## src/rtl/i2a_pkg.sv

```systemverilog
`timescale 1ns / 1ps
// Package for the integer to ASCII formatter.
// Holds the mode codes, the character constants and the digit-to-character function.
package i2a_pkg;

	localparam int VALUE_BITS_DEF = 64;

	localparam logic [1:0] MODE_UNSIGNED = 2'd0;
	localparam logic [1:0] MODE_SIGNED   = 2'd1;
	localparam logic [1:0] MODE_POINTER  = 2'd2;

	localparam logic [7:0] CHAR_ZERO    = 8'd48;
	localparam logic [7:0] CHAR_X       = 8'h78;
	localparam logic [7:0] CHAR_MINUS   = 8'h2d;
	localparam logic [7:0] CHAR_LOWER_A = 8'h61;
	localparam logic [7:0] CHAR_UPPER_A = 8'h41;

	function automatic logic [7:0] digit_char(input logic [3:0] d, input logic upper);
		logic [7:0] base;
		begin
			base = upper ? CHAR_UPPER_A : CHAR_LOWER_A;
			if (d < 4'd10) begin
				digit_char = CHAR_ZERO + {4'd0, d};
			end else begin
				digit_char = base + {4'd0, d} - 8'd10;
			end
		end
	endfunction

endpackage

```

## src/rtl/integer_to_ascii_formatter_unit.sv

```systemverilog
`timescale 1ns / 1ps
// Top level of the integer to ASCII formatter: sequencer, shift-add unit and output word.
// Depends on i2a_pkg for mode codes, characters and the digit-to-character function.
//
// Usage: one word on the slave side carries a number (s_tdata) and its format flags
// (s_tuser); the master side returns its ASCII characters, most significant first,
// one per word, with m_tlast on the final character. Pointer mode sends "0x" first,
// and signed decimal sends '-' before the magnitude of a negative value.
// The block takes one number at a time; s_tready is high only while it is idle.
// Decimal conversion runs a shift-and-add-three pass, one operand bit per cycle;
// hexadecimal needs no conversion. A leading-zero strip then shifts out one digit
// per cycle (at most the digit count less one), and the characters leave at one
// per cycle while the receiver accepts them.
// A stalled receiver holds the output word, and the sequencer waits.
// Reset empties the output word and returns the sequencer to idle; nothing else
// is kept between numbers.
module integer_to_ascii_formatter_unit #(
	parameter int VALUE_BITS = i2a_pkg::VALUE_BITS_DEF
) (
	input  logic        clk,
	input  logic        arst_n,
	input  logic        s_tvalid,
	output logic        s_tready,
	input  logic [63:0] s_tdata,  // value [63:0]
	input  logic [3:0]  s_tuser,  // base_hex [0], upper_case [1], mode [3:2]
	output logic        m_tvalid,
	input  logic        m_tready,
	output logic [7:0]  m_tdata,  // char_out [7:0]
	output logic        m_tlast
);

	localparam int NDIG = (VALUE_BITS * 30103 + 99999) / 100000;
	localparam int DW   = NDIG * 4;
	localparam int RW   = $clog2(NDIG + 1);
	localparam int CW   = $clog2(VALUE_BITS + 1);

	localparam logic [1:0] ST_IDLE = 2'd0;
	localparam logic [1:0] ST_CONV = 2'd1;
	localparam logic [1:0] ST_SKIP = 2'd2;
	localparam logic [1:0] ST_EMIT = 2'd3;

	logic [1:0]            state_q;
	logic [VALUE_BITS-1:0] sh_q;
	logic [DW-1:0]         dig_q;
	logic [RW-1:0]         rem_q;
	logic [CW-1:0]         bit_cnt_q;
	logic [15:0]           pre_q;
	logic [1:0]            pre_cnt_q;
	logic                  hex_q;
	logic                  upper_q;
	logic                  out_valid_q;
	logic [7:0]            out_char_q;
	logic                  out_last_q;

	logic [VALUE_BITS-1:0] v_in;
	logic [VALUE_BITS-1:0] mag;
	logic                  hex_in;
	logic                  neg_in;
	logic [1:0]            mode_in;
	logic [DW-1:0]         dig_adj;
	logic [3:0]            top_dig;
	logic                  out_free;

	assign v_in    = s_tdata[VALUE_BITS-1:0];
	assign mode_in = s_tuser[3:2];
	assign hex_in  = s_tuser[0] || (mode_in == i2a_pkg::MODE_POINTER);
	assign neg_in  = (mode_in == i2a_pkg::MODE_SIGNED) && !hex_in && v_in[VALUE_BITS-1];
	assign mag     = neg_in ? (~v_in + 1'b1) : v_in;
	assign top_dig = dig_q[DW-1 -: 4];
	assign out_free = !out_valid_q || m_tready;

	always_comb begin
		for (int i = 0; i < NDIG; i++) begin
			dig_adj[i*4 +: 4] = (dig_q[i*4 +: 4] >= 4'd5) ? dig_q[i*4 +: 4] + 4'd3
				: dig_q[i*4 +: 4];
		end
	end

	always_ff @(posedge clk or negedge arst_n) begin
		if (!arst_n) begin
			state_q     <= ST_IDLE;
			out_valid_q <= 1'b0;
		end else begin
			if (state_q == ST_EMIT && out_free) begin
				out_valid_q <= 1'b1;
			end else if (m_tready) begin
				out_valid_q <= 1'b0;
			end
			unique case (state_q)
				ST_IDLE: begin
					if (s_tvalid) begin
						state_q <= hex_in ? ST_SKIP : ST_CONV;
					end
				end
				ST_CONV: begin
					if (bit_cnt_q == CW'(1)) begin
						state_q <= ST_SKIP;
					end
				end
				ST_SKIP: begin
					if (top_dig != 4'd0 || rem_q == RW'(1)) begin
						state_q <= ST_EMIT;
					end
				end
				ST_EMIT: begin
					if (out_free && pre_cnt_q == 2'd0 && rem_q == RW'(1)) begin
						state_q <= ST_IDLE;
					end
				end
				default: begin
					state_q <= ST_IDLE;
				end
			endcase
		end
	end

	always_ff @(posedge clk) begin
		unique case (state_q)
			ST_IDLE: begin
				sh_q      <= mag;
				dig_q     <= hex_in ? DW'(mag) : '0;
				rem_q     <= RW'(NDIG);
				bit_cnt_q <= CW'(VALUE_BITS);
				hex_q     <= hex_in;
				upper_q   <= s_tuser[1];
				if (mode_in == i2a_pkg::MODE_POINTER) begin
					pre_q     <= {i2a_pkg::CHAR_ZERO, i2a_pkg::CHAR_X};
					pre_cnt_q <= 2'd2;
				end else if (neg_in) begin
					pre_q     <= {i2a_pkg::CHAR_MINUS, 8'd0};
					pre_cnt_q <= 2'd1;
				end else begin
					pre_q     <= '0;
					pre_cnt_q <= 2'd0;
				end
			end
			ST_CONV: begin
				dig_q     <= {dig_adj[DW-2:0], sh_q[VALUE_BITS-1]};
				sh_q      <= {sh_q[VALUE_BITS-2:0], 1'b0};
				bit_cnt_q <= bit_cnt_q - 1'b1;
			end
			ST_SKIP: begin
				if (top_dig == 4'd0 && rem_q != RW'(1)) begin
					dig_q <= {dig_q[DW-5:0], 4'd0};
					rem_q <= rem_q - 1'b1;
				end
			end
			ST_EMIT: begin
				if (out_free) begin
					if (pre_cnt_q != 2'd0) begin
						out_char_q <= pre_q[15:8];
						out_last_q <= 1'b0;
						pre_q      <= {pre_q[7:0], 8'd0};
						pre_cnt_q  <= pre_cnt_q - 1'b1;
					end else begin
						out_char_q <= i2a_pkg::digit_char(top_dig, upper_q);
						out_last_q <= (rem_q == RW'(1));
						dig_q      <= {dig_q[DW-5:0], 4'd0};
						rem_q      <= rem_q - 1'b1;
					end
				end
			end
			default: begin
			end
		endcase
	end

	assign s_tready = (state_q == ST_IDLE);
	assign m_tvalid = out_valid_q;
	assign m_tdata  = out_char_q;
	assign m_tlast  = out_last_q;

	a_rem_nonzero: assert property (@(posedge clk) disable iff (!arst_n)
		(state_q == ST_SKIP || state_q == ST_EMIT) |-> rem_q != '0)
		else $error("Digit count ran out before the last character.");

	a_decimal_digit: assert property (@(posedge clk) disable iff (!arst_n)
		(state_q == ST_EMIT && !hex_q) |-> top_dig <= 4'd9)
		else $error("Decimal conversion left a digit above nine.");

	a_accept_starts: assert property (@(posedge clk) disable iff (!arst_n)
		(s_tvalid && s_tready) |=> (state_q == ST_CONV || state_q == ST_SKIP))
		else $error("Accepted number did not start conversion.");

	a_prefix_first: assert property (@(posedge clk) disable iff (!arst_n)
		(state_q == ST_EMIT && out_free && pre_cnt_q != 2'd0) |=> !m_tlast)
		else $error("Prefix character marked as last.");

endmodule

```

## config.mk

```make
export PLATFORM = sky130hd
export DESIGN_NAME = integer_to_ascii_formatter_unit
export DESIGN_NICKNAME = d
export VERILOG_FILES = /design/src/rtl/i2a_pkg.sv /design/src/rtl/integer_to_ascii_formatter_unit.sv
export SDC_FILE = /design/constraint.sdc
export NUM_CORES = 1
export LEC_CHECK = 0
export ABC_AREA = 1
export BUFFER_PORTS_ARGS = -buffer_cell sky130_fd_sc_hd__buf_2
export CORE_MARGIN = 2
export CORE_UTILIZATION = 43
export DETAILED_ROUTE_END_ITERATION = 8
export SETUP_SLACK_MARGIN = 0.3
export SLEW_MARGIN = 0
export SYNTH_ARGS = -nofsm -noshare
export SYNTH_HDL_FRONTEND = slang
export SYNTH_SLANG_ARGS = --single-unit
export TNS_END_PERCENT = 100
```

## constraint.sdc

```tcl
create_clock -name clk -period 5.45 [get_ports clk]
set_input_delay 0.545 -clock clk [delete_from_list [all_inputs] [get_ports clk]]
set_output_delay 0.545 -clock clk [all_outputs]
set_load 0.01 [all_outputs]
```

; After elaboration in Yosys (flattened, before gate mapping)
; Cells that the tools add are included.
[op_classes]
add_sub_neg = 27
bitwise = 1
eq_ne = 16
reduce_logical = 25
magnitude_cmp = 21
muxes = 53
[ops]
columns = cell, count
row1 = $pmux 80 s4, 1
row2 = $mux 80, 3
row3 = $mux 64, 2
row4 = $pmux 64 s2, 1
row5 = $ge 4x3->1 const B, 20
row6 = $add 4x2->4 const B, 19
row7 = $mux 4, 19
row8 = $add 64x1->64 const B, 1
row9 = $not 64->64, 1
row10 = $mux 16, 2
row11 = $pmux 16 s2, 1
row12 = $mux 14, 2
row13 = $mux 2, 8
row14 = $mux 8, 2
row15 = $mux 5, 3
row16 = $pmux 5 s3, 1
row17 = $pmux 7 s2, 1
row18 = $ne 2x2->1 const B, 6
row19 = $add 7x4->8, 1
row20 = $pmux 2 s4, 1
row21 = $reduce_and 4->1, 2
row22 = $reduce_bool 2->1, 4
row23 = $sub 8x4->8 const B, 1
row24 = $add 6x4->7 const A, 1
row25 = other kinds (24), 40
[word_totals]
regBits = 187
word_cells = 154
in_bits = 72

; Depth between registers and ports, before layout
; Gate-level depths: netlist (run 1).
[logic_depth]
ltp_word = 8
ltp_mapped = 13

; Least setup slack after synthesis (run 1)
; No wires, ideal clock.
[synth_path]
kind = reg2reg
from = register pre_cnt_q[0]
to = register rem_q[0] (enable)
t_arrival_ps = 5347
setup_slack_ps = -214
stages_incl_launch_ff = 8
period_less_slack_ps = 5664
path_buffers = 0
required_time_ps = 5133
setup_time_ps = 317
cell_sequence = edfxtp_1 -> inv_1 -> ha_1 -> clkinv_1 -> nand2_1 -> nand2_1 -> a21oi_1 -> o21a_1
[synth_between]
elab_chain_len = 3
[synth_rtl]
columns = item, line_no
row1 = from (decl), integer_to_ascii_formatter_unit.sv:48  ; logic [1:0] pre_cnt_q;
row2 = from (signal assigned), integer_to_ascii_formatter_unit.sv:154  ; pre_cnt_q <= pre_cnt_q - 1'b1;
row3 = $reduce_bool 2->1, integer_to_ascii_formatter_unit.sv:150  ; if (pre_cnt_q != 2'd0) begin
row4 = $ne 2x2->1 (no line), n/a
row5 = $reduce_and 4->1 (no line), n/a
row6 = to (signal assigned), integer_to_ascii_formatter_unit.sv:122  ; rem_q <= RW'(NDIG);
row7 = to (signal assigned), integer_to_ascii_formatter_unit.sv:145  ; rem_q <= rem_q - 1'b1;
row8 = to (signal assigned), integer_to_ascii_formatter_unit.sv:159  ; rem_q <= rem_q - 1'b1;
row9 = to (decl), integer_to_ascii_formatter_unit.sv:45  ; logic [RW-1:0] rem_q;
; Every way passes these cells.
; A chain may end at the register's enable or synchronous reset.

; Worst setup path after layout (run 1)
[layout_path]
from = register state_q[1]
to = register sh_q[40] (enable)
[layout_between]
elab_chain_len = 2
word_cells_on_any_way = 3
classes_between = eq/ne (1) / reduce/logical (2)
[layout_rtl]
columns = item, line_no
row1 = from (decl), integer_to_ascii_formatter_unit.sv:42  ; logic [1:0] state_q;
row2 = from (signal assigned), integer_to_ascii_formatter_unit.sv:92  ; state_q <= hex_in ? ST_SKIP : ST_CONV;
row3 = $eq 2x1->1 / $logic_not 2->1 (equally long branches), integer_to_ascii_formatter_unit.sv:118  ; unique case (state_q)
row4 = $reduce_bool 2->1 (no line) *, n/a
row5 = to (signal assigned), integer_to_ascii_formatter_unit.sv:120  ; sh_q <= mag;
row6 = to (signal assigned), integer_to_ascii_formatter_unit.sv:139  ; sh_q <= {sh_q[VALUE_BITS-2:0], 1'b0};
row7 = to (decl), integer_to_ascii_formatter_unit.sv:43  ; logic [VALUE_BITS-1:0] sh_q;
; Every way passes the cells marked *; elsewhere a longest branch is shown, timed or not.

==> reports/qor.log, run 1 <==
[timing] share of the cycle needed by the critical path after routing 0.5631
[timing] maximum frequency from static timing analysis 325.9 MHz
[run] max capacitance violation total 0
[timing] Max-slew headroom 0.3360
[synthesis] top cells by area in the synthesized netlist sky130_fd_sc_hd__edfxtp_1 42%, sky130_fd_sc_hd__nand2_1 15%, sky130_fd_sc_hd__inv_1 5.7%, sky130_fd_sc_hd__nor2_1 5.7%, sky130_fd_sc_hd__ha_1 5.2%
[clock_network] Max Root-Sink Buffers 2
[worst_setup_path] startpoint of the worst register-to-register path state_q[1]$_DFFE_PN0P_
[global_routing] Overflow after GRT 0
[floorplanning] Die Area 0.02984 mm^2
[floorplanning] Site Rows 61
[floorplanning] IO Count 83
[synthesis] Post-synth ARST share 0.01705
[layout] multi-input logic area 0.006046 mm^2
[worst_setup_path] Critical Path Fanout Max 80
[layout] area of all placed cells without fillers 0.01355 mm^2
[run_status] outcome completed
[layout] total inserted antenna cells 0
[hold_path] worst min-delay path category in -> reg
[worst_setup_path] critical path capture point type flop
[worst_setup_path] Worst Setup Path Type reg -> reg
[synthesis] area share of xor/xnor cells in the synthesized design 0.03791
[power_and_ir_drop] Max VDD drop 0.0002668 V
[timing] endpoints failing hold 0
[synthesis] most frequent cells after synthesis 493 x sky130_fd_sc_hd__nand2_1, 186 x sky130_fd_sc_hd__inv_1, 186 x sky130_fd_sc_hd__nor2_1
[worst_setup_path] Buf+Inv Stages, Crit Path 5
[synthesis] cell accounting for the most synthesized area sky130_fd_sc_hd__edfxtp_1
[drt] routed vias 10684
[layout] fraction of final layout cells with drive strength greater than 1 0.09958
[worst_setup_path] data arrival time of the critical path 3130 ps
[global_routing] first-pass GRT wire length 53160 um
[synthesis] most common cell in the synthesized netlist sky130_fd_sc_hd__nand2_1
[power_and_ir_drop] leakage power 5.903 nW
[synthesis] dominant combinational cell family by area after synthesis simple AND/OR/NAND/NOR gates
[global_routing] vias in the first global route 10090
[clock_network] CTS tree built
[layout] area used by sequential logic in the layout 0.005270 mm^2
[worst_setup_path] kind of cell adding the most delay to the critical path buffers and inverters
[drt] DRT Pass-1 Iters 5
[global_routing] All-Layer GR Usage 0.2230
[clock_network] clock latency of the later-clocked register in the worst-skew pair 440 ps
[synthesis] mean instance size in the synthesized netlist 7.692 um^2
[worst_setup_path] Worst Setup SP state_q[1]$_DFFE_PN0P_
[floorplanning] Die Y-Extent 172.8 um
[worst_setup_path] slowest stage cell, crit path sky130_fd_sc_hd__buf_4
[synthesis] multiplexer area fraction after synthesis 0
[global_routing] initial antenna violation count 0
[synthesis] EDFF count, synth 173
[drt] Routed wire per std cell 16.09 um
[layout] number of fillers in the final layout 2858
[synthesis] compound-gate portion of the synthesized area 0.1100
[synthesis] Synth Instances 1592
[timing] total count of max-transition violations in the final report 0
[place] area after detailed placement 0.01296 mm^2
[floorplanning] placeable core region 0.02793 mm^2
[floorplanning] width of the die 172.8 um
[clock_network] number of H-tree levels 4
[worst_setup_path] required time reported for the critical path endpoint 5510 ps
[clock_network] Root Driver sky130_fd_sc_hd__clkbuf_16
[timing] transition time at the pin with the least slew margin 993.7 ps
[drt] detailed router's first-iteration violation count 947
[synthesis] Synth cell types 48
[synthesis] syn_nets 1715
[synthesis] total number of yosys warnings 0
[global_routing] maximum number of pins on one net before global-route repair 81
[floorplanning] initial core utilization 0.4384
[clock_network] clock buffers created by TritonCTS 17
[synthesis] Post-synth top flop sky130_fd_sc_hd__edfxtp_1
[worst_setup_path] delay contributed by the slowest stage of the critical path 700 ps
[clock_network] Sink Count 176
[synthesis] register bit count reported by yosys 176
[timing] shortest period the worst path allows 3069 ps
[drt] final routed DRC violation total 0
[drt] wire length after detailed routing 32900 um
[synthesis] Synth top area share 0.4242
[layout] post-layout net count 1777
[place] HPWL after detailed placement 24090 um
[place] number of buffer cells added on primary ports 81
[synthesis] synthesized-area fraction occupied by and/or/nand/nor cells 0.2914
[timing] Clock Skews 11.66 ps
[hold_path] hold_sp m_tready
[synthesis] Seq/Total Area, Yosys 0.4304
[place] RD Place Congestion 0.9205
[layout] layout overhead on the synthesized area 10.66%
[power_and_ir_drop] power density normalized to cell area 536.4 mW/mm^2
[synthesis] cell area after synthesis 0.01225 mm^2
[timing] setup repair after global routing missed its margin false
[drt] remaining antenna violation count 0
[worst_setup_path] Worst setup SP type flop
[clock_network] clock transition at the registers of the reported paths 70 ps
[worst_setup_path] worst path cell trace inv_1, ha_2, buf_4, inv_2, buf_4, nand2_2, buf_4
[timing] count of endpoints failing setup in the final report 0
[drt] Via-to-Cell Ratio 5.224
[timing] setup tns final 0 ps
[synthesis] adder-cell share of the synthesized area 0.05211
[worst_setup_path] Most common cell on crit path sky130_fd_sc_hd__buf_4
==> kinds of logic after synthesis <==
logic type / count (synthesis)
other: 1
flip-flops: 176
buffers and inverters: 236
AND/OR/NAND/NOR: 854
AO/OA/AOI/OAI: 221
adder cells (fa/ha/maj): 51
XOR/XNOR: 53
==> metal layers <==
metal	track usage	wire [um]	vias to the layer above	share of wire
li1	-	-	5381	-
met2	0.3337	14120	340	0.43
met4	0.06250	601	0	0.018
met5	0	0	-	0
met3	0.03716	2161	47	0.066
met1	0.3325	16020	4916	0.49
==> where the power goes <==
part / internal [mW] / leakage [nW] / switching [mW]
clock: 0.687 / 0.277 / 0.576
sequential: 2.57 / 1.83 / 0.363
combinational: 0.926 / 3.80 / 2.14
total: 4.19 / 5.90 / 3.08
==> final timing paths <==
check	endpoint	slack [ps]	cells after the start
max	sh_q[40]$_DFFE_PP_	2380	7
min	m_tvalid$_DFFE_PN0P_	310	2
max reg2reg	sh_q[40]$_DFFE_PP_	2380	7
min reg2reg	sh_q[47]$_DFFE_PP_	520	2
max in group asynchronous	m_tvalid$_DFFE_PN0P_	4900	2
min in group asynchronous	state_q[0]$_DFFE_PN0P_	430	2
==> repair_timing <==
action                                 CTS  global route
buffers inserted                         0             0
endpoints found under the hold margin    3             0
hold buffers                             1             0
gates resized for setup                  0             0
==> layout by cell type, fill, tap and decap left out, types with 3 or more instances in the layout <==
cell type / netlist / final
sky130_fd_sc_hd__nand2_1: 493 / 492
sky130_fd_sc_hd__inv_1: 186 / 186
sky130_fd_sc_hd__nor2_1: 186 / 185
sky130_fd_sc_hd__edfxtp_1: 173 / 173
sky130_fd_sc_hd__o21ai_0: 108 / 108
sky130_fd_sc_hd__nand3_1: 108 / 108
sky130_fd_sc_hd__buf_2: 18 / 81
sky130_fd_sc_hd__ha_1: 51 / 50
sky130_fd_sc_hd__xor2_1: 42 / 42
sky130_fd_sc_hd__a21oi_1: 24 / 23
sky130_fd_sc_hd__o211ai_1: 21 / 21
sky130_fd_sc_hd__clkbuf_16: 0 / 17
sky130_fd_sc_hd__o22ai_1: 15 / 15
sky130_fd_sc_hd__nand4_1: 14 / 14
sky130_fd_sc_hd__a32oi_1: 12 / 12
sky130_fd_sc_hd__nand2_2: 10 / 11
sky130_fd_sc_hd__xnor2_1: 11 / 11
sky130_fd_sc_hd__a22oi_1: 10 / 10
sky130_fd_sc_hd__nor2_2: 9 / 9
sky130_fd_sc_hd__or2_2: 9 / 9
sky130_fd_sc_hd__o32ai_1: 8 / 8
sky130_fd_sc_hd__o21ai_1: 7 / 7
sky130_fd_sc_hd__nand3b_1: 7 / 7
sky130_fd_sc_hd__nor2_4: 5 / 6
sky130_fd_sc_hd__buf_4: 9 / 6
sky130_fd_sc_hd__nor3_1: 5 / 5
sky130_fd_sc_hd__inv_6: 0 / 5
sky130_fd_sc_hd__inv_2: 4 / 4
sky130_fd_sc_hd__o21ai_4: 3 / 3
sky130_fd_sc_hd__o21bai_1: 3 / 3
sky130_fd_sc_hd__clkinvlp_4: 0 / 3
sky130_fd_sc_hd__dfrtp_1: 3 / 3
==> flip-flops by register name (all words and copies together), names as in the netlist <==
| signal | count |
|---|---|
| pre_q | 6 |
| pre_cnt_q | 2 |
| sh_q | 64 |
| m_tlast | 1 |
| dig_q | 80 |
| m_tvalid | 1 |
| m_tdata | 7 |
| state_q | 2 |
| rem_q | 5 |
| bit_cnt_q | 7 |
| upper_q | 1 |
==> cell type report <==
type,count,area share
clock buffers,19,0.03195
clock inverters,13,0.01117
inverters,191,0.05291
multi-input cells,1180,0.4462
flip-flops and latches,176,0.3889
well taps,378,0.03490
repair buffers,88,0.03398
==> metrics by stage <==
stage | util | power, mW | hold slack, ps | instances | setup slack (ps)
floorplan | - | 5.206 | 249.4 | 1592 | 1570
global placement | 0.4638 | 5.962 | 352.8 | 2012 | 2351
detailed placement | 0.4638 | 6.025 | 355.2 | 2012 | 2320
CTS | 0.4851 | 7.307 | 297.0 | 2045 | 2310
global route | 0.4851 | 7.902 | 293.0 | 2045 | 2019
finish | 0.4851 | 7.269 | 308.9 | 2045 | 2381
No activity file was read; power rests on OpenSTA's default activity.
==> run 2: changes to the inputs <==
==> constraint.sdc (replaced) <==
create_clock -name clk -period 2.7 [get_ports clk]
set_input_delay 0.27 -clock clk [delete_from_list [all_inputs] [get_ports clk]]
set_output_delay 0.27 -clock clk [all_outputs]
set_load 0.01 [all_outputs]
==> run 2 against run 1 <==
Net effect: global-route usage rose by 0.32 points; via count rose by 0.81%; clock skew fell by 3.1 ps; final cell count rose by 0.64%; setup slack got worse by 1900 ps; critical path depth rose by 2; clock power rose by 93%; utilization rose by 0.62 points; sequential cell count did not move; sequential share of layout area fell by 0.49 points; critical endpoint is now dig_q[61]$_DFFE_PP_; largest cell class unchanged.
==> reports/qor.log, run 2 (synthesis gave the netlist of run 1 again) <==
[run_status] outcome completed
[layout] commonest cells after routing, fill and taps aside 489 x sky130_fd_sc_hd__nand2_1, 186 x sky130_fd_sc_hd__inv_1, 185 x sky130_fd_sc_hd__nor2_1
[layout] post-layout net count 1790
[drt] DRT Pass-1 Iters 6
[drt] DR top layer met5
[global_routing] first-pass GRT wire length 53810 um
[worst_setup_path] critical path capture point type flop
[timing] shortest period the worst path allows 2198 ps
[timing] count of endpoints failing setup in the final report 0
[timing] Clock Skews 8.569 ps
[floorplanning] Die Y-Extent 172.8 um
[worst_setup_path] Reg2Reg Depth 9
[worst_setup_path] delay contributed by the slowest stage of the critical path 390 ps
[floorplanning] Die Area 0.02984 mm^2
[worst_setup_path] worst path cell trace inv_1, ha_1, nor2_2, nor2_4, inv_2, buf_12, o22ai_1, inv_1, nand2_1
[worst_setup_path] data arrival time of the critical path 2390 ps
[drt] detailed router's first-iteration violation count 853
[layout] number of fillers in the final layout 2801
[drt] amount of wire on met2 after detailed routing 14640 um
[layout] layout overhead on the synthesized area 12.07%
[layout] multi-input logic area 0.006063 mm^2
[layout] area used by sequential logic in the layout 0.005270 mm^2
[layout] filler-free cell count of the finished design 2058
[layout] leading registers by flop count dig_q (80), sh_q (64)
[worst_setup_path] slack of the worst reg-to-reg path 500 ps
[clock_network] clock latency of the later-clocked register in the worst-skew pair 440 ps
[place] pre-CTS setup slack 522.1 ps
[drt] met3 wire len 2007 um
[timing] setup repair after global routing missed its margin false
[drt] final routed DRC violation total 0
[power_and_ir_drop] power density normalized to cell area 1085 mW/mm^2
[hold_path] worst hold stages 1
[timing] post-route worst setup slack 502.2 ps
[drt] routed vias 10771
[timing] share of the cycle needed by the critical path after routing 0.8140
[timing] total count of max-transition violations in the final report 0
[worst_setup_path] Most common cell on crit path sky130_fd_sc_hd__inv_1
[floorplanning] width of the die 172.8 um
[place] area after detailed placement 0.01315 mm^2
[global_routing] All-Layer GR Usage 0.2262
[hold_path] worst min-delay path category in -> reg
[floorplanning] IO Count 83
[layout] total inserted antenna cells 0
[global_routing] initial antenna violation count 1
[layout] max reg flops 80
[run] max capacitance violation total 0
[timing] maximum frequency from static timing analysis 455.0 MHz
[timing] transition time at the pin with the least slew margin 813.0 ps
[floorplanning] placeable core region 0.02793 mm^2
[global_routing] maximum number of pins on one net before global-route repair 80
[worst_setup_path] Worst Setup Path Type reg -> reg
[place] HPWL after detailed placement 25250 um
[place] RD Place Congestion 0.9369
[worst_setup_path] required time reported for the critical path endpoint 2900 ps
[drt] Via-to-Cell Ratio 5.234
[layout] register ranked first by flip-flop count dig_q
[clock_network] clock transition at the registers of the reported paths 70 ps
[place] number of buffer cells added on primary ports 81
[layout] fraction of final layout cells with drive strength greater than 1 0.1107
[clock_network] number of H-tree levels 4
[hold_path] end of the worst hold path upper_q$_DFFE_PP_
[power_and_ir_drop] leakage power 5.980 nW
[clock_network] Max Root-Sink Buffers 2
[floorplanning] Site Rows 61
[clock_network] Root Driver sky130_fd_sc_hd__clkbuf_16
[timing] endpoints failing hold 0
[worst_setup_path] Critical Path Fanout Max 22
[drt] remaining antenna violation count 0
[floorplanning] initial core utilization 0.4384
[drt] Routed wire per std cell 16.26 um
[global_routing] Overflow after GRT 0
[drt] wire length after detailed routing 33470 um
[place] Inst Count DP 2025
[clock_network] Sink Count 176
[power_and_ir_drop] Max VDD drop 0.0004735 V
[clock_network] clock buffers created by TritonCTS 17
[layout] commonest non-fill, non-tap cell in the layout sky130_fd_sc_hd__nand2_1
[worst_setup_path] Worst setup SP type flop
[worst_setup_path] worst r2r dst dig_q[61]$_DFFE_PP_
[worst_setup_path] slowest stage cell, crit path sky130_fd_sc_hd__dfrtp_1
[drt] DRT met1 WL 16130 um
[hold_path] hold_sp s_tuser[1]
[clock_network] Resize count post-CTS 0
[clock_network] CTS tree built
[timing] Max-slew headroom 0.4580
[layout] area of all placed cells without fillers 0.01372 mm^2
[global_routing] vias in the first global route 10209
[worst_setup_path] startpoint of the worst register-to-register path state_q[0]$_DFFE_PN0P_
## run 2: repair_timing
item                      in CTS  in global routing
hold endpoints to repair       3                  0
buffers inserted               0                  0
hold buffers                   1                  0
## run 2: worst max path at each step
stage / endpoint / slack [ps] / from / cells after the start
floorplan: rem_q[0]$_SDFFCE_PP0P_ / -160 / rem_q[0]$_SDFFCE_PP0P_ / 5
global placement: dig_q[61]$_DFFE_PP_ / 560 / state_q[0]$_DFFE_PN0P_ / 9
detailed placement: dig_q[57]$_DFFE_PP_ / 520 / state_q[0]$_DFFE_PN0P_ / 9
CTS: dig_q[61]$_DFFE_PP_ / 520 / state_q[0]$_DFFE_PN0P_ / 9
global route: dig_q[16]$_DFFE_PP_ / 360 / state_q[0]$_DFFE_PN0P_ / 8
finish: dig_q[61]$_DFFE_PP_ / 500 / state_q[0]$_DFFE_PN0P_ / 9
## run 2: area by class of cell
type | count | share of cell area
tap | 378 | 0.03446
timing repair buffer | 101 | 0.04613
multi-input combinational | 1180 | 0.4418
inverter | 191 | 0.05261
sequential | 176 | 0.3840
clock inverter | 13 | 0.009391
clock buffer | 19 | 0.03155
## run 2: worst max-delay path, delay by kind of cell (launching register included)
kind | cells | cell delay, ps
buffers and inverters | 4 | 750
adder cells (fa/ha/maj) | 1 | 290
AND/OR/NAND/NOR | 3 | 400
flip-flops | 1 | 390
AO/OA/AOI/OAI | 1 | 90
## run 2: power by group
group / total, mW / internal [mW] / switching, mW
registers: 5.91 / 5.17 / 0.739
logic: 6.55 / 2.10 / 4.46
clock network: 2.43 / 1.29 / 1.14
total: 14.9 / 8.55 / 6.34
## run 2: per-layer routing
metal / GRT usage / up-vias
met5: 0 / -
met4: 0.06462 / 2
met3: 0.03408 / 51
met2: 0.3474 / 350
met1: 0.3315 / 4965
li1: - / 5403
## run 2: through the flow
stage | hold slack (ps) | power (mW) | utilization | setup TNS [ps]
after floorplan | -25.59 | 10.50 | - | -794.3
after global placement | 79.26 | 12.38 | 0.4708 | 0
after detailed placement | 80.60 | 12.50 | 0.4708 | 0
after CTS | 24.61 | 14.96 | 0.4913 | 0
after global routing | 25.74 | 16.12 | 0.4913 | 0
final | 37.67 | 14.89 | 0.4913 | 0
==> run 3: changes to the inputs <==
==> constraint.sdc (replaced) <==
create_clock -name clk -period 2.15 [get_ports clk]
set_input_delay 0.215 -clock clk [delete_from_list [all_inputs] [get_ports clk]]
set_output_delay 0.215 -clock clk [all_outputs]
set_load 0.01 [all_outputs]
==> run 3 against run 2 <==
Net effect: combinational power increased by 48%; register-to-register slack got worse by 160 ps; utilization increased by 2.4 points; routed wire length increased by 3.9%; largest cell class unchanged.
==> reports/qor.log, run 3 (synthesis gave the netlist of run 1 again) <==
[worst_setup_path] slack of the worst reg-to-reg path 340 ps
[worst_setup_path] worst path cell trace inv_2, ha_4, buf_4, nor2_4, clkinv_4, buf_8, buf_4, nor2_4, a22oi_1, nand2_1
[layout] max reg flops 80
[drt] DRT Pass-1 Iters 6
[floorplanning] Die Y-Extent 172.8 um
[drt] remaining antenna violation count 0
[floorplanning] initial core utilization 0.4384
[global_routing] global routing met3 resource utilization 0.03694
[clock_network] Sink Count 176
[hold_path] worst min-delay path category in -> async
[clock_network] number of H-tree levels 4
[worst_setup_path] Buf+Inv Stages, Crit Path 5
[timing] Final Hold Slack 96.29 ps
[layout] leading registers by flop count dig_q (80), sh_q (64)
[timing] total count of max-transition violations in the final report 0
[floorplanning] Site Rows 61
[layout] total inserted antenna cells 0
[timing] transition time at the pin with the least slew margin 513.0 ps
[worst_setup_path] Worst setup SP type flop
[worst_setup_path] kind of cell adding the most delay to the critical path buffers and inverters
[run_status] outcome completed
[global_routing] first-pass GRT wire length 54720 um
[timing] post-route worst setup slack 342.1 ps
[timing] endpoints failing hold 0
[floorplanning] Die Area 0.02984 mm^2
[layout] commonest cells after routing, fill and taps aside 489 x sky130_fd_sc_hd__nand2_1, 183 x sky130_fd_sc_hd__inv_1, 175 x sky130_fd_sc_hd__nor2_1
[drt] detailed router's first-iteration violation count 998
[timing] setup tns final 0 ps
[layout] layout overhead on the synthesized area 17.43%
[worst_setup_path] Critical Path Fanout Max 7
[worst_setup_path] delay contributed by the slowest stage of the critical path 410 ps
[worst_setup_path] startpoint of the worst register-to-register path state_q[1]$_DFFE_PN0P_
[worst_setup_path] critical path capture point type flop
[timing] maximum frequency from static timing analysis 553.1 MHz
[worst_setup_path] slowest stage cell, crit path sky130_fd_sc_hd__dfrtp_1
[global_routing] maximum number of pins on one net before global-route repair 80
[worst_setup_path] data arrival time of the critical path 2000 ps
[clock_network] clock buffers created by TritonCTS 17
[clock_network] Root Driver sky130_fd_sc_hd__clkbuf_16
[power_and_ir_drop] Max VDD drop 0.0006878 V
[worst_setup_path] Reg2Reg Depth 10
[drt] Via-to-Cell Ratio 5.270
[global_routing] vias in the first global route 10236
[drt] Routed wire per std cell 16.60 um
[global_routing] met1 GRT Util 0.3506
[global_routing] All-Layer GR Usage 0.2300
[run] max capacitance violation total 0
[timing] count of endpoints failing setup in the final report 0
[clock_network] Max Root-Sink Buffers 2
[place] number of buffer cells added on primary ports 81
[global_routing] Overflow after GRT 0
[place] pre-CTS setup slack 82.90 ps
[layout] commonest non-fill, non-tap cell in the layout sky130_fd_sc_hd__nand2_1
[global_routing] initial antenna violation count 1
[worst_setup_path] worst r2r dst dig_q[47]$_DFFE_PP_
[power_and_ir_drop] power density normalized to cell area 1410 mW/mm^2
[place] RD Place Congestion 0.9506
[place] area after detailed placement 0.01335 mm^2
[drt] routed vias 11046
[timing] share of the cycle needed by the critical path after routing 0.8409
[drt] wire length after detailed routing 34790 um
[floorplanning] IO Count 83
[floorplanning] width of the die 172.8 um
[global_routing] met2 track demand over resource 0.3405
[power_and_ir_drop] leakage power 6.265 nW
[clock_network] clock transition at the registers of the reported paths 70 ps
[timing] setup repair after global routing missed its margin true
[layout] register ranked first by flip-flop count dig_q
[layout] fraction of final layout cells with drive strength greater than 1 0.1478
[timing] Max-slew headroom 0.6580
[layout] area of all placed cells without fillers 0.01438 mm^2
[clock_network] CTS tree built
[layout] Final Core Density 0.5148
[layout] post-layout net count 1828
[floorplanning] placeable core region 0.02793 mm^2
[global_routing] global routing's busiest layer met1
[timing] Clock Skews 12.15 ps
[place] HPWL after detailed placement 25980 um
[timing] shortest period the worst path allows 1808 ps
[clock_network] clock latency of the later-clocked register in the worst-skew pair 450 ps
[worst_setup_path] required time reported for the critical path endpoint 2340 ps
[worst_setup_path] Worst Setup Path Type reg -> reg
[drt] final routed DRC violation total 0
[run 3: cell types whose count changed in the layout (fill, tap and decap cells not counted), sizes merged]
cell,before,now
buf,100,134
dlygate4sd3,1,3
clkinvlp,4,5
inv,194,195
[run 3: cell type report]
cell class / count / area, um^2
Clock inverter: 15 / 150.1
Inverter: 191 / 733.2
Tap cell: 378 / 473.0
Sequential cell: 176 / 5271
Multi-Input combinational cell: 1180 / 6237
Clock buffer: 17 / 425.4
Timing Repair Buffer: 139 / 1090
Fill cell: 2736 / 13550
[run 3: worst max path at each step]
stage	start	end	slack [ps]	cells past startpoint
6_report	state_q[1]$_DFFE_PN0P_	dig_q[47]$_DFFE_PP_	340	10
5_1_grt	state_q[1]$_DFFE_PN0P_	dig_q[43]$_DFFE_PP_	240	10
4_1_cts	state_q[1]$_DFFE_PN0P_	dig_q[20]$_DFFE_PP_	250	7
3_5_place_dp	s_tdata[0]	sh_q[46]$_DFFE_PP_	80	14
3_3_place_gp	s_tdata[7]	dig_q[57]$_DFFE_PP_	140	11
2_1_floorplan	rem_q[0]$_SDFFCE_PP0P_	rem_q[0]$_SDFFCE_PP0P_	-710	5
[run 3: what timing repair did]
action / in CTS / in global routing
setup endpoints to repair: 97 / 240
gates cloned: 0 / 2
pin swaps: 1 / 9
endpoints found under the hold margin: 5 / 0
buffers inserted: 0 / 18
hold buffers: 3 / 0
gates resized for setup: 2 / 62
[run 3: routing by layer]
metal / share of wire / vias up / wire length [um]
met5: 0.00037 / - / 13
met4: 0.015 / 2 / 507
met3: 0.072 / 40 / 2511
met2: 0.43 / 389 / 15010
met1: 0.48 / 5124 / 16750
li1: - / 5491 / -
[run 3: through the flow]
stage	power, mW	std cells
after floorplan	13.20	1592
after global placement	15.98	2041
after detailed placement	16.14	2041
after CTS	19.31	2076
after global routing	21.83	2096
final	20.27	2096
[run 3: where the power goes]
| part | internal (mW) | switching (mW) |
|---|---|---|
| Combinational | 3.55 | 6.15 |
| Sequential | 6.48 | 0.958 |
| Clock | 1.63 | 1.50 |
